<file path="src/rtl/olid_pkg.sv">
// ----------------------------------------------------------------------------
// olid_pkg
// Shared types and codes for the ordered list block: operation and status
// codes, sequencer states and the payload structs of both channels.
// ----------------------------------------------------------------------------
`default_nettype none

package olid_pkg;

  localparam int unsigned VAL_W   = 32;
  localparam int unsigned POS_W   = 5;
  localparam int unsigned CNT_W   = 5;
  localparam int unsigned FUNC_W  = 3;
  localparam int unsigned STAT_W  = 2;

  typedef enum logic [FUNC_W-1:0] {
    FN_INS_FRONT = 3'd0,
    FN_DEL_FIRST = 3'd1,
    FN_DEL_POS   = 3'd2,
    FN_DEL_LAST  = 3'd3,
    FN_DUMP      = 3'd4
  } func_t;

  typedef enum logic [STAT_W-1:0] {
    ST_OK      = 2'd0,
    ST_EMPTY   = 2'd1,
    ST_INVALID = 2'd2,
    ST_FULL    = 2'd3
  } status_t;

  typedef enum logic [1:0] {
    S_IDLE  = 2'd0,
    S_SHIFT = 2'd1,
    S_DUMP  = 2'd2
  } seq_state_t;

  typedef struct packed {
    func_t                    func;
    logic signed [VAL_W-1:0]  value;
    logic [POS_W-1:0]         position;
  } in_item_t;

  typedef struct packed {
    status_t                  status;
    logic signed [VAL_W-1:0]  element;
    logic [CNT_W-1:0]         count;
    logic                     last;
  } out_item_t;

endpackage

`default_nettype wire

</file>
<file path="src/rtl/ordered_list_insert_delete.sv">
// ----------------------------------------------------------------------------
// ordered_list_insert_delete
// Ordered list of up to DEPTH signed 32-bit values held in a circular RAM.
//
// Usage:
//   Input channel in_valid/in_stall/in_item carries one operation: insert at
//   front, delete first, delete at 1-based position, delete last or dump.
//   Result channel out_valid/out_stall/out_item returns status, element,
//   count after the operation and a last mark.
//   Insert, delete first/last and rejected operations: one registered result
//   after the transfer; the next item can be taken in the following cycle.
//   Delete at position P with N entries: one registered result, then the
//   block is busy while the RAM closes the gap, one entry per cycle through
//   its single write port.
//   Dump of N entries: each element is read from the RAM, then loaded into
//   the output register, one element per cycle while the output is not stalled.
//   A stalled result holds in the output register; the block stops taking
//   items and pauses a dump until it drains.
//   Reset empties the list at once (count zero); RAM contents are not
//   cleared and entries are only read after being written.
// ----------------------------------------------------------------------------
`default_nettype none

module ordered_list_insert_delete #(
  parameter int unsigned DEPTH = 16
) (
  input  wire logic                 clk,
  input  wire logic                 rst_n,
  input  wire logic                 in_valid,
  output logic                      in_stall,
  input  wire olid_pkg::in_item_t   in_item,
  output logic                      out_valid,
  input  wire logic                 out_stall,
  output olid_pkg::out_item_t       out_item
);
  import olid_pkg::*;

  localparam int unsigned PW = $clog2(DEPTH);

  logic              out_valid_r;
  out_item_t         out_item_r;
  logic              out_free;
  logic              res_vld;
  out_item_t         res_item;
  logic              busy;
  logic              ram_wr_en;
  logic [PW-1:0]     ram_wr_addr;
  logic [VAL_W-1:0]  ram_wr_data;
  logic              ram_rd_en;
  logic [PW-1:0]     ram_rd_addr;
  logic [VAL_W-1:0]  ram_rd_data;

  assign out_free  = !out_valid_r || !out_stall;
  assign out_valid = out_valid_r;
  assign out_item  = out_item_r;

  olid_ctrl #(
    .DEPTH (DEPTH)
  ) u_ctrl (
    .clk         (clk),
    .rst_n       (rst_n),
    .in_valid    (in_valid),
    .in_item     (in_item),
    .in_stall    (in_stall),
    .out_free    (out_free),
    .res_vld     (res_vld),
    .res_item    (res_item),
    .busy        (busy),
    .ram_wr_en   (ram_wr_en),
    .ram_wr_addr (ram_wr_addr),
    .ram_wr_data (ram_wr_data),
    .ram_rd_en   (ram_rd_en),
    .ram_rd_addr (ram_rd_addr),
    .ram_rd_data (ram_rd_data)
  );

  olid_ram #(
    .WIDTH (VAL_W),
    .DEPTH (DEPTH)
  ) u_ram (
    .clk     (clk),
    .wr_en   (ram_wr_en),
    .wr_addr (ram_wr_addr),
    .wr_data (ram_wr_data),
    .rd_en   (ram_rd_en),
    .rd_addr (ram_rd_addr),
    .rd_data (ram_rd_data)
  );

  // output register
  always_ff @(posedge clk) begin
    if (!rst_n) begin
      out_valid_r <= 1'b0;
    end else if (res_vld) begin
      out_valid_r <= 1'b1;
    end else if (!out_stall) begin
      out_valid_r <= 1'b0;
    end
  end

  always_ff @(posedge clk) begin
    if (res_vld) begin
      out_item_r <= res_item;
    end
  end

`ifndef SYNTHESIS
  // a new result never overwrites one still waiting
  a_no_overwrite: assert property (@(posedge clk) disable iff (!rst_n)
    res_vld |-> out_free)
    else $error("result loaded while output register held");

  // gap-closing writes never hit the entry being read
  a_no_same_entry: assert property (@(posedge clk) disable iff (!rst_n)
    (ram_wr_en && ram_rd_en) |-> (ram_wr_addr != ram_rd_addr))
    else $error("RAM read and write to the same entry");

  // no item taken while a shift or dump is running
  a_busy_stalls: assert property (@(posedge clk) disable iff (!rst_n)
    busy |-> in_stall)
    else $error("input taken while sequencer busy");

  // RAM is idle once the sequencer is back to idle and nothing arrives
  a_idle_quiet: assert property (@(posedge clk) disable iff (!rst_n)
    (!busy && !in_valid) |-> (!ram_wr_en && !ram_rd_en && !res_vld))
    else $error("activity without a transfer");
`endif

endmodule

`default_nettype wire

</file>
<file path="src/rtl/olid_ram.sv">
// ----------------------------------------------------------------------------
// olid_ram
// Generic simple dual-port RAM: one write port, one read port, registered
// read data that holds its value between reads.
// ----------------------------------------------------------------------------
`default_nettype none

module olid_ram #(
  parameter int unsigned WIDTH = 32,
  parameter int unsigned DEPTH = 16
) (
  input  wire logic                       clk,
  input  wire logic                       wr_en,
  input  wire logic [$clog2(DEPTH)-1:0]   wr_addr,
  input  wire logic [WIDTH-1:0]           wr_data,
  input  wire logic                       rd_en,
  input  wire logic [$clog2(DEPTH)-1:0]   rd_addr,
  output logic      [WIDTH-1:0]           rd_data
);

  logic [WIDTH-1:0] mem [DEPTH];

  always_ff @(posedge clk) begin
    if (wr_en) begin
      mem[wr_addr] <= wr_data;
    end
    if (rd_en) begin
      rd_data <= mem[rd_addr];
    end
  end

endmodule

`default_nettype wire

</file>
<file path="src/rtl/olid_ctrl.sv">
// ----------------------------------------------------------------------------
// olid_ctrl
// Sequencer for the list: keeps head pointer and count, applies single-step
// operations on transfer, and walks the RAM for positional delete (close the
// gap one entry per cycle) and for dump (one element per cycle unless stalled).
// ----------------------------------------------------------------------------
`default_nettype none

module olid_ctrl #(
  parameter int unsigned DEPTH = 16
) (
  input  wire logic                         clk,
  input  wire logic                         rst_n,
  input  wire logic                         in_valid,
  input  wire olid_pkg::in_item_t           in_item,
  output logic                              in_stall,
  input  wire logic                         out_free,
  output logic                              res_vld,
  output olid_pkg::out_item_t               res_item,
  output logic                              busy,
  output logic                              ram_wr_en,
  output logic [$clog2(DEPTH)-1:0]          ram_wr_addr,
  output logic [olid_pkg::VAL_W-1:0]        ram_wr_data,
  output logic                              ram_rd_en,
  output logic [$clog2(DEPTH)-1:0]          ram_rd_addr,
  input  wire logic [olid_pkg::VAL_W-1:0]   ram_rd_data
);
  import olid_pkg::*;

  localparam int unsigned PW = $clog2(DEPTH);
  localparam int unsigned CW = $clog2(DEPTH + 1);
  localparam int unsigned MW = (CW > CNT_W) ? CW : CNT_W;

  seq_state_t       state_r, state_nxt;
  logic [PW-1:0]    head_r, head_nxt;
  logic [CW-1:0]    count_r, count_nxt;
  logic [CW-1:0]    end_r, end_nxt;
  logic [CW-1:0]    rd_i_r, rd_i_nxt;
  logic [CW-1:0]    wr_i_r, wr_i_nxt;
  logic             vld_r, vld_nxt;

  logic             accept;
  logic [PW-1:0]    head_dec;
  logic [PW-1:0]    head_inc;
  logic [MW-1:0]    pos_ext;
  logic [MW-1:0]    cnt_ext;
  logic             is_empty;
  logic             pos_ok;
  logic             rd_more;
  logic             dump_done;

  // logical index -> physical address, circular from head
  function automatic logic [PW-1:0] phys(input logic [PW-1:0] h, input logic [PW-1:0] l);
    logic [PW:0] s;
    s = {1'b0, h} + {1'b0, l};
    if (s >= (PW+1)'(DEPTH)) begin
      s = s - (PW+1)'(DEPTH);
    end
    return s[PW-1:0];
  endfunction

  function automatic logic [CNT_W-1:0] cnt_out(input logic [CW-1:0] c);
    logic [MW-1:0] e;
    e = MW'(c);
    return e[CNT_W-1:0];
  endfunction

  assign in_stall  = (state_r != S_IDLE) || !out_free;
  assign accept    = in_valid && !in_stall;
  assign busy      = (state_r != S_IDLE);

  assign head_dec  = (head_r == '0) ? PW'(DEPTH - 1) : head_r - 1'b1;
  assign head_inc  = (head_r == PW'(DEPTH - 1)) ? '0 : head_r + 1'b1;
  assign pos_ext   = MW'(in_item.position);
  assign cnt_ext   = MW'(count_r);
  assign is_empty  = (count_r == '0);
  assign pos_ok    = (pos_ext != '0) && (pos_ext <= cnt_ext);
  assign rd_more   = (rd_i_r < end_r);
  assign dump_done = vld_r && out_free && (wr_i_r == end_r - CW'(1));

  // next state
  always_comb begin
    state_nxt = state_r;
    case (state_r)
      S_IDLE: begin
        if (accept && !is_empty) begin
          if (in_item.func == FN_DEL_POS && pos_ok) begin
            state_nxt = S_SHIFT;
          end else if (in_item.func == FN_DUMP) begin
            state_nxt = S_DUMP;
          end
        end
      end
      S_SHIFT: begin
        // last pending write, if any, completes in this cycle
        if (!rd_more) begin
          state_nxt = S_IDLE;
        end
      end
      S_DUMP: begin
        if (dump_done) begin
          state_nxt = S_IDLE;
        end
      end
      default: state_nxt = S_IDLE;
    endcase
  end

  // datapath, memory accesses and results
  always_comb begin
    head_nxt    = head_r;
    count_nxt   = count_r;
    end_nxt     = end_r;
    rd_i_nxt    = rd_i_r;
    wr_i_nxt    = wr_i_r;
    vld_nxt     = vld_r;
    ram_wr_en   = 1'b0;
    ram_wr_addr = phys(head_r, wr_i_r[PW-1:0]);
    ram_wr_data = ram_rd_data;
    ram_rd_en   = 1'b0;
    ram_rd_addr = phys(head_r, rd_i_r[PW-1:0]);
    res_vld     = 1'b0;
    res_item.status  = ST_OK;
    res_item.element = '0;
    res_item.count   = cnt_out(count_r);
    res_item.last    = 1'b1;

    case (state_r)
      S_IDLE: begin
        if (accept) begin
          res_vld = 1'b1;
          case (in_item.func)
            FN_INS_FRONT: begin
              if (count_r == CW'(DEPTH)) begin
                res_item.status = ST_FULL;
              end else begin
                ram_wr_en   = 1'b1;
                ram_wr_addr = head_dec;
                ram_wr_data = in_item.value;
                head_nxt    = head_dec;
                count_nxt   = count_r + CW'(1);
              end
            end
            FN_DEL_FIRST: begin
              if (is_empty) begin
                res_item.status = ST_EMPTY;
              end else begin
                head_nxt  = head_inc;
                count_nxt = count_r - CW'(1);
              end
            end
            FN_DEL_POS: begin
              if (is_empty) begin
                res_item.status = ST_EMPTY;
              end else if (!pos_ok) begin
                res_item.status = ST_INVALID;
              end else begin
                // close the gap: move entries pos..count-1 down by one
                count_nxt = count_r - CW'(1);
                end_nxt   = count_r;
                rd_i_nxt  = pos_ext[CW-1:0];
                wr_i_nxt  = pos_ext[CW-1:0] - CW'(1);
                vld_nxt   = 1'b0;
              end
            end
            FN_DEL_LAST: begin
              if (is_empty) begin
                res_item.status = ST_EMPTY;
              end else begin
                count_nxt = count_r - CW'(1);
              end
            end
            FN_DUMP: begin
              if (is_empty) begin
                res_item.status = ST_EMPTY;
              end else begin
                res_vld  = 1'b0;
                end_nxt  = count_r;
                rd_i_nxt = '0;
                wr_i_nxt = '0;
                vld_nxt  = 1'b0;
              end
            end
            default: ;
          endcase
          res_item.count = cnt_out(count_nxt);
        end
      end
      S_SHIFT: begin
        // reads run one entry ahead of writes, never the same entry
        if (rd_more) begin
          ram_rd_en = 1'b1;
          rd_i_nxt  = rd_i_r + CW'(1);
        end
        vld_nxt = rd_more;
        if (vld_r) begin
          ram_wr_en = 1'b1;
          wr_i_nxt  = wr_i_r + CW'(1);
        end
      end
      S_DUMP: begin
        if (vld_r && out_free) begin
          res_vld          = 1'b1;
          res_item.element = ram_rd_data;
          res_item.last    = (wr_i_r == end_r - CW'(1));
          wr_i_nxt         = wr_i_r + CW'(1);
        end
        // next read only when the read register is free or being drained
        if (rd_more && (!vld_r || out_free)) begin
          ram_rd_en = 1'b1;
          rd_i_nxt  = rd_i_r + CW'(1);
          vld_nxt   = 1'b1;
        end else begin
          vld_nxt   = vld_r && !out_free;
        end
      end
      default: ;
    endcase
  end

  always_ff @(posedge clk) begin
    if (!rst_n) begin
      state_r <= S_IDLE;
      head_r  <= '0;
      count_r <= '0;
      vld_r   <= 1'b0;
    end else begin
      state_r <= state_nxt;
      head_r  <= head_nxt;
      count_r <= count_nxt;
      vld_r   <= vld_nxt;
    end
  end

  always_ff @(posedge clk) begin
    end_r  <= end_nxt;
    rd_i_r <= rd_i_nxt;
    wr_i_r <= wr_i_nxt;
  end

endmodule

`default_nettype wire
</file>
<file path="config.mk">
export PLATFORM = sky130hd
export DESIGN_NAME = ordered_list_insert_delete
export DESIGN_NICKNAME = d
export VERILOG_FILES = /design/src/rtl/olid_pkg.sv /design/src/rtl/ordered_list_insert_delete.sv /design/src/rtl/olid_ram.sv /design/src/rtl/olid_ctrl.sv
export SDC_FILE = /design/constraint.sdc
export NUM_CORES = 1
export LEC_CHECK = 0
export ABC_AREA = 1
export BUFFER_PORTS_ARGS = -buffer_cell sky130_fd_sc_hd__buf_4
export CAP_MARGIN = 30
export CORE_AREA = 2 2 261 263
export CTS_CLUSTER_DIAMETER = 50
export CTS_CLUSTER_SIZE = 40
export DETAILED_ROUTE_END_ITERATION = 10
export DIE_AREA = 0 0 263 265
export GPL_TIMING_DRIVEN = 0
export PLACE_DENSITY_LB_ADDON = 0.3
export SETUP_SLACK_MARGIN = 0.2
export SYNTH_ARGS = -nofsm -noshare
export SYNTH_HDL_FRONTEND = slang
export SYNTH_SLANG_ARGS = --single-unit
</file>
<file path="constraint.sdc">
create_clock -name clk -period 4.2 [get_ports clk]
set_input_delay 0.84 -clock clk [delete_from_list [all_inputs] [get_ports clk]]
set_output_delay 0.84 -clock clk [all_outputs]
set_load 0.02 [all_outputs]
</file>
Word-level counts from Yosys, hierarchy flattened
Memory sizes are Yosys's and may differ from the RTL's. A register that Yosys moved wholly into a read port is not among the register bits.
Cells that the tools add are included.
Storage, ports and cells
  register bits after elaboration: 68
  output and inout bits: 42
  input port bits: 44
  memories kept: 1
  RAM bits: 512
Cells by class
  multiplexer cells: 76
  $add $sub $neg: 12
  $lt $le $gt $ge: 4
  equal/unequal tests: 28
  reduce and logical (&&, ||, !) cells: 36
Memories
  u_ram.mem: depth 16, bits a word 32, read ports 1, clocked after Yosys merged registers in 1, wr ports 1, RTL line olid_ram.sv:21  | logic [WIDTH-1:0] mem [DEPTH];
Operator list (number)
  $mux 32: 4
  $mux 5: 20
  $pmux 5 s3: 3
  $mux 4: 10
  $pmux 5 s2: 3
  $mux 1: 20
  $ne 2x1->1 const B: 9
  $mux 2: 8
  $reduce_and 8->1: 2
  $add 5x1->5 const B: 3
  $sub 5x1->5 const B: 3
  $pmux 2 s3: 2
  $reduce_and 6->1: 2
  $sub 4x1->4 const B: 3
  $add 4x4->5: 2
  $ge 5x5->1 const B: 2
  $ne 2x2->1 const B: 5
  $logic_and 1x1->1: 8
  $pmux 1 s2: 4
  $pmux 4 s2: 1
  $eq 3x2->1 const B: 2
  $logic_not 1->1: 6
  $ne 3x1->1 const B: 2
  $ne 3x3->1 const B: 2
  other kinds (25): 30

Depth between registers and ports, before layout
Gate-level depths: netlist (run 1).
  depth in word-level cells: 10
  gate-level depth with buffers: 14
  mapped depth without buffers: 14

Modules after synthesis
Synthesis (run 1) repeated with hierarchy kept, for this count alone.
Unflattened totals
  cell total of the unflattened synthesis: 2707
  area total of the unflattened synthesis: 27563.9 sq um
By module, submodules not included
  olid_ram: cells each 2120, times used 1, area an instance 23050.9 sq um
  olid_ctrl: cells each 542, times used 1, area an instance 3269.4 sq um
  ordered_list_insert_delete: cells each 45, times used 1, area an instance 1243.7 sq um

Worst setup path after synthesis (run 1)
OpenSTA, ideal clock, no wires.
  path kind: input port to flip-flop
  start point: input in_item[38] in the netlist's numbering
  end point: memory u_ram.mem[10][0], enable pin
  data arrival time: 3.146 ns
  path slack: 0.633 ns
  library setup time: 0.421 ns
  cell stages on the path: 11
  cell sequence: inv_2 -> nand2_2 -> nor2_4 -> nand2_4 -> nor2_8 -> inv_2 -> o21ai_2 -> inv_2 -> nor2_2 -> nand2_2 -> nor2_1
Between the ends
  word-level cells in the longest chain between the ends: 6
  elaborated cells on any way between the ends: 9
  those cells by class: 8 x mux; 1 x reduce/logical
Ends and longest elaborated chain
  start: declaration: RTL line ordered_list_insert_delete.sv:31  | input wire olid_pkg::in_item_t in_item,
  $logic_not 3->1 *: RTL line olid_ctrl.sv:132  | case (in_item.func)
  $mux 1: RTL line olid_ctrl.sv:132
  $mux 1: RTL line olid_ctrl.sv:130  | if (accept) begin
  $pmux 1 s2: RTL line olid_ctrl.sv:128  | case (state_r)
  $mux 1: RTL line olid_ram.sv:24  | if (wr_en) begin
  $mux 1 (not written as such): RTL line olid_ram.sv:25  | mem[wr_addr] <= wr_data;
  end: declaration: RTL line olid_ram.sv:21
Mark *: on every way between the ends. The rest lies on a longest branch, timed or not.

Worst setup path in the final report (run 1)
  start point: register u_ctrl.rd_i_r[0]
  end point: register u_ram.rd_data[30], read port of u_ram.mem (data pin)
Between the ends
  word-level cells in the longest chain between the ends: 4
  elaborated cells on any way between the ends: 9
  those cells by class: 2 x add/sub; 2 x order compare; 4 x mux; 1 x reduce/logical
Ends and longest elaborated chain
  start: declaration: RTL line olid_ctrl.sv:38  | logic [CW-1:0] rd_i_r, rd_i_nxt;
  start signal: assignment: RTL line olid_ctrl.sv:237  | rd_i_r <= rd_i_nxt;
  parallel branches: the longest is 4 deep, another holds $add 4x4->5
  end: declaration: RTL line olid_ram.sv:18  | output logic [WIDTH-1:0] rd_data
Several ways; the timed one is not identified.
A chain may end at the register's enable or synchronous reset.

==> impl_metrics.tcl, run 1 <==
set metrics [dict create \
    r2r-end "u_ram.rd_data[30]" \
    cp-startpoint "u_ctrl.rd_i_r[0]" \
    cts_sinks 612 \
    reg2reg_from "u_ctrl.rd_i_r[0]" \
    met3_usage_pct 2.880 \
    max-slew-margin-rel_pct 24.07 \
    overflow 0 \
    use_met2_pct 32.25 \
    drive_gt1_share_pct 14.42 \
    crit_top_cell "buf_2" \
    peakVddDrop_mv 0.3261 \
    use_met1_pct 25.54 \
    rows 95 \
    cts_hold_buf 0 \
    cts_setup_buffers 0 \
    antennaDiodeCount 0 \
    clk_latency_ns 0.65 \
    crit_path_start_kind "register" \
    ys_async_sr_fraction_pct 0 \
    yosys_warnings 0 \
    crit_arrival_ns 3.86 \
    outcome "finished, final reports clean" \
    hold_path_class "register to register" \
    grt_pass1_wl_mm 99.98 \
    postRouteAntennaNets 0 \
    area_delta_synth_final_pct 17.63 \
    max_stage_delay_ns 0.53 \
    design_area_um2 30370 \
    synth_edf_count 599 \
    period_minus_slack_ns 3.522 \
    required_ns 4.54 \
    cts_buffers 59 \
    reg2regPathDepth 10 \
    synth_seq_area_share_pct 70.69 \
    io_pins 86 \
    cp-end-kind "register" \
    path_clk_slew_ns 0.07 \
    fin_hold_ws_ns 0.4807 \
    critPathSlowestCell "clkbuf_1" \
    postLayoutCoreUtil_pct 45.46 \
    clock_skew_ns 0.01915 \
    cts_root_buf "clkbuf_16" \
    synth_cells 1985 \
    finalWeightedCongestion 0.8502 \
    initial_utilization_pct 38.64 \
    drt-initial-drc-count 1443 \
    critPathKind "register to register" \
    syn_area_um2 25810 \
    critical_path_depth 10 \
    r2r_slack_ns 0.68 \
    maxCapViolCount 0 \
    grt_use_total_pct 19.05 \
    max_freq_mhz 284.0 \
    power.share.sequential_pct 44.5 \
    path_cells "ha_1 > inv_1 > fa_1 > inv_2 > buf_2 > clkbuf_1 > buf_2 > o211ai_1 > a21oi_1 > a31oi_1" \
    syn-num-nets 2059 \
    grt_pass1_vias 16390 \
    final-setup-viol-count 0 \
    cts_resized 0 \
    grt_max_degree 25 \
    vias 16240 \
    rsz0062_at_grt "false" \
    first_pass_iters 5 \
    leakage_nw 11.10 \
    switching_share_pct 30.43 \
    critPathCapture "u_ram.rd_data[30]" \
    dp_hpwl_mm 45.48 \
    die_h_um 265 \
    p_total_w 0.01578 \
    p_int_w 0.01098 \
    routed_wl_mm 66.82 \
    combPwrFrac_pct 19.8 \
    wl_per_cell_um 21.56 \
    antenna_found_initial 0 \
    synthFlopType "edfxtp_1" \
    nets 2251 \
    p_per_area_nw_per_um2 519.7 \
    path_buf_inv 5 \
    die_area_um2 69700 \
    hold_path_startpoint "u_ctrl.cnt_ext[3]" \
    hold_violations 0 \
    ys_ff_latch 612 \
    maxSlewViolCount 0 \
    htree_levels 2 \
    syn_avg_cell_area_um2 13.00 \
    cts_tree "done" \
    viasPerCell 5.240 \
    die_x_um 263 \
    switching_power_w 0.004803 \
    ys_types 41 \
    worst_slew_pin_slew_ns 1.131 \
    port-buffer-count 85 \
    busiest_layer "met2" \
    clockBufferDepth 3 \
    p_clk_share_pct 35.7 \
    dpl-instance-area_um2 28250 \
    core_area_um2 66800 \
    cp_max_fo 10 \
    crit_family "buffers and inverters" \
    tns_ns 0 \
    drc 0 \
    fin_crit_sh_pct 83.85 \
]
final cells by class:
class | instances | area [um2]
sequential | 612 | 18250
clock inverter | 45 | 586.8
clock buffer | 65 | 1499
fill | 5888 | 36440
timing repair buffer | 131 | 1239
tap | 873 | 1092
buffer | 99 | 533.0
inverter | 231 | 867.1
multi-input combinational | 1043 | 6301
worst min path at each step:
stage / depth (start not counted) / endpoint
floorplan: 0 / u_ctrl.end_r[3]
global placement: 0 / u_ctrl.end_r[3]
detailed placement: 0 / u_ctrl.end_r[3]
CTS: 3 / u_ctrl.vld_r
global route: 3 / u_ctrl.vld_r
finish: 0 / u_ctrl.end_r[3]
power by group through the flow:
stage	sequential [W]	clock, W	combinational (W)
after global routing	0.00704	0.00596	0.00343
after global placement	0.00718	0	0.00297
after floorplan	0.00724	0	0.00183
final	0.00703	0.00563	0.00313
after CTS	0.00703	0.00571	0.00313
after detailed placement	0.00716	0	0.00312
metal layers:
metal | share of wire (%) | vias to the layer above
met2 | 48 | 551
met5 | 0 | -
met1 | 43 | 8033
met4 | 2.5 | 0
met3 | 6.2 | 101
li1 | - | 7554
state kept, by name, summed over array words and instances (netlist names):
signal / flops
u_ram.mem: 512
u_ctrl.rd_i_r: 5
u_ctrl.cnt_ext: 5
u_ram.rd_data: 32
u_ctrl.state_r: 2
u_ctrl.head_r: 4
out_item: 40
u_ctrl.wr_i_r: 5
out_valid: 1
u_ctrl.vld_r: 1
u_ctrl.end_r: 5
cell usage after synthesis, types with 10 or more instances:
cell | instances | area (um2)
ha_1 | 28 | 350.3
o21ai_1 | 18 | 90.09
o211ai_1 | 64 | 480.5
dfxtp_1 | 13 | 260.3
nor2_1 | 78 | 292.8
inv_1 | 220 | 825.8
clkbuf_1 | 51 | 191.4
nand2_1 | 188 | 705.7
nand3_1 | 37 | 185.2
a31oi_1 | 33 | 206.5
mux2i_1 | 128 | 1281
o21ai_0 | 238 | 1191
buf_2 | 24 | 120.1
a21oi_1 | 184 | 920.9
inv_2 | 10 | 37.54
edfxtp_1 | 599 | 17990
buf_6 | 17 | 191.4
kinds of logic after synthesis:
group / Yosys count / share of synthesized area (%)
AND/OR/NAND/NOR: 324 / 5.356
AO/OA/AOI/OAI: 542 / 11.36
adder cells (fa/ha/maj): 30 / 1.512
flip-flops: 612 / 70.69
multiplexers: 128 / 4.963
XOR/XNOR: 19 / 0.7029
buffers and inverters: 330 / 5.424
cells in the final DEF, fill, tap and decap left out, types with 59 or more instances in the layout:
master     count
edfxtp_1     599
o21ai_0      222
inv_1        220
nand2_1      187
a21oi_1      183
mux2i_1      128
buf_4         98
o211ai_1      64
nor2_1        62
clkbuf_16     59
metrics by stage:
stage	std cells	setup slack (ns)
2_1_floorplan	1985	0.6333
3_3_place_gp	2943	-1.168
3_5_place_dp	2985	0.6291
4_1_cts	3095	0.7061
5_1_grt	3099	0.4846
6_report	3099	0.6784
worst reg2reg max path, delay by kind of cell (launching register included):
family	cells	cell delay, ns
AO/OA/AOI/OAI	3	0.55
adder cells (fa/ha/maj)	2	0.77
buffers and inverters	5	1.44
flip-flops	1	0.49
Note: power is estimated with default switching activity, not from simulation.
==> run 2: changes to the inputs <==
- clock period: 4.2 -> 3.4 ns (I/O delays scaled with it)
==> run 2 against run 1 <==
  * Non-clock buffer count up 22
  * Flip-flop and latch count unchanged
  * Register-to-register slack worse by 0.44 ns
  * Sequential share of layout area down 0.66 points
  * Combinational power up 26%
  * Via count up 0.54%
  * Total power up 22%
  * Fmax up 11%
  * Utilization up 0.51 points
  * Highest routed layer is now met5
  * Clock skew up 0.0076 ns
  * First-iteration DRC count unchanged
==> impl_metrics.tcl, run 2 (same netlist as run 1, synthesis figures left out) <==
set metrics [dict create \
    postRouteAntennaNets 0 \
    dp_hpwl_mm 45.48 \
    drt-initial-drc-count 1443 \
    hold_path_class "input pin to register" \
    grt_max_degree 25 \
    drive_gt1_share_pct 16.24 \
    cts_tree "done" \
    reg2reg_from "u_ctrl.cnt_ext[0]" \
    hold_path_startpoint "rst_n" \
    dp_slack_ns -0.1567 \
    path_cells "inv_1 > ha_1 > nand3_4 > inv_2 > nand2_2 > nand2_4 > nor2_8 > inv_2 > o21ai_1 > nand3_1 > nor2_4 > buf_16" \
    grt_pass1_vias 16100 \
    layout_common_cells "599 x edfxtp_1, 220 x inv_1, 218 x o21ai_0, 186 x nand2_1, 183 x a21oi_1" \
    overflow 0 \
    antenna_found_initial 1 \
    cp-end-kind "register" \
    regMostFlops "u_ram.mem" \
    crit_path_start_kind "register" \
    p_int_w 0.01341 \
    clockBufferDepth 3 \
    power.share.sequential_pct 45.0 \
    vias 16330 \
    p_per_area_nw_per_um2 628.9 \
    cts_sinks 612 \
    wl_per_cell_um 21.86 \
    htree_levels 2 \
    r2r_slack_ns 0.24 \
    switching_power_w 0.005907 \
    r2r-end "u_ram.mem[8][13]" \
    maxSlewViolCount 0 \
    first_pass_iters 5 \
    maxCapViolCount 0 \
    peakVddDrop_mv 0.4084 \
    combPwrFrac_pct 20.4 \
    clock_skew_ns 0.02670 \
    switching_share_pct 30.59 \
    period_minus_slack_ns 3.164 \
    largest_reg_flops 512 \
    postLayoutCoreUtil_pct 45.97 \
    max-slew-margin-rel_pct 30.72 \
    fin_ws_ns 0.2356 \
    cts_root_buf "clkbuf_16" \
    cp_max_fo 17 \
    required_ns 3.73 \
    viasPerCell 5.233 \
    path_clk_slew_ns 0.07 \
    rows 95 \
    min_path_cells 3 \
    rsz0062_at_grt "true" \
    worst_slew_pin_slew_ns 1.032 \
    max_stage_delay_ns 0.54 \
    die_x_um 263 \
    outcome "finished, final reports clean" \
    final-setup-viol-count 0 \
    grt_pass1_wl_mm 100.2 \
    critPathKind "register to register" \
    crit_top_cell "inv_2" \
    routed_wl_mm 68.19 \
    mostFrequentLayoutCell "edfxtp_1" \
    nets 2273 \
    area_delta_synth_final_pct 18.95 \
    core_area_um2 66800 \
    port-buffer-count 85 \
    die_h_um 265 \
    critPathSlowestCell "nand3_1" \
    io_pins 86 \
    initial_utilization_pct 38.64 \
    cts_buffers 57 \
    grt_use_total_pct 19.17 \
    finalWeightedCongestion 0.8339 \
    max_freq_mhz 316.0 \
    num-fill-cells 5890 \
    p_clk_share_pct 34.6 \
    leakage_nw 11.28 \
    drc 0 \
    fin_crit_sh_pct 93.07 \
    die_area_um2 69700 \
    antennaDiodeCount 0 \
    min_to "u_ctrl.vld_r" \
    crit_arrival_ns 3.49 \
    clk_latency_ns 0.64 \
    reg2regPathDepth 12 \
    hold_violations 0 \
]
[run 2: area by class of cell]
cell class,count,area [um2],area share (%)
inverter,231,867.1,2.824
buffer,99,573.1,1.866
clock buffer,65,1499,4.881
timing repair buffer,153,1602,5.216
clock inverter,42,495.5,1.614
multi-input combinational,1045,6330,20.61
tap,873,1092,3.557
sequential,612,18250,59.43
[run 2: what timing repair did]
action                                  4_1_cts  5_1_grt
setup buffers                                 8       12
hold buffers                                  0        0
pin swaps                                     4       10
endpoints found under the setup margin      221      317
gates cloned                                  0        2
gates resized for setup                      14       26
[run 2: metrics by stage]
stage | hold WS [ns] | total power (W) | std cells | setup TNS, ns | area [um2]
after global routing | 0.3335 | 0.02006 | 3120 | 0 | 30710
after CTS | 0.3034 | 0.01938 | 3101 | -0.09223 | 30440
after floorplan | 0.4289 | 0.01122 | 1985 | -0.8612 | 25830
after global placement | 0.4407 | 0.01257 | 2943 | -845.08 | 27560
final | 0.3436 | 0.01931 | 3120 | 0 | 30710
after detailed placement | 0.4428 | 0.01271 | 2986 | -3.796 | 28280
[run 2: metal layers]
metal	vias up	track usage, %	routed length (um)
li1	7597	-	-
met1	8105	25.44	29060
met2	515	32.73	33470
met3	107	3.112	4264
met4	2	5.127	1392
met5	-	0	9
[run 2: power groups by stage]
stage / registers [W] / logic [W] / clock network (W)
after floorplan: 0.00895 / 0.00227 / 0
after global placement: 0.00887 / 0.00370 / 0
after detailed placement: 0.00885 / 0.00386 / 0
after CTS: 0.00869 / 0.00389 / 0.00680
after global routing: 0.00870 / 0.00429 / 0.00708
final: 0.00869 / 0.00394 / 0.00669
[run 2: worst max-delay path by stage]
stage | from | to | slack (ns)
after detailed placement | u_ctrl.head_r[1] | u_ram.rd_data[24] | -0.16
after CTS | u_ctrl.cnt_ext[0] | u_ram.mem[12][16] | -0.02
after global routing | u_ctrl.cnt_ext[0] | u_ram.mem[8][13] | 0.1
final | u_ctrl.cnt_ext[0] | u_ram.mem[8][13] | 0.24
after global placement | in_item[38] | u_ram.mem[1][18] | -2.00
after floorplan | in_item[38] | u_ram.mem[10][0] | -0.007
[run 2: worst max-delay path, delay by kind of cell, from the launching register on]
family                   cells  cell delay, ns
AO/OA/AOI/OAI                1            0.21
flip-flops                   1            0.52
AND/OR/NAND/NOR              6            1.36
buffers and inverters        4            0.48
adder cells (fa/ha/maj)      1            0.27
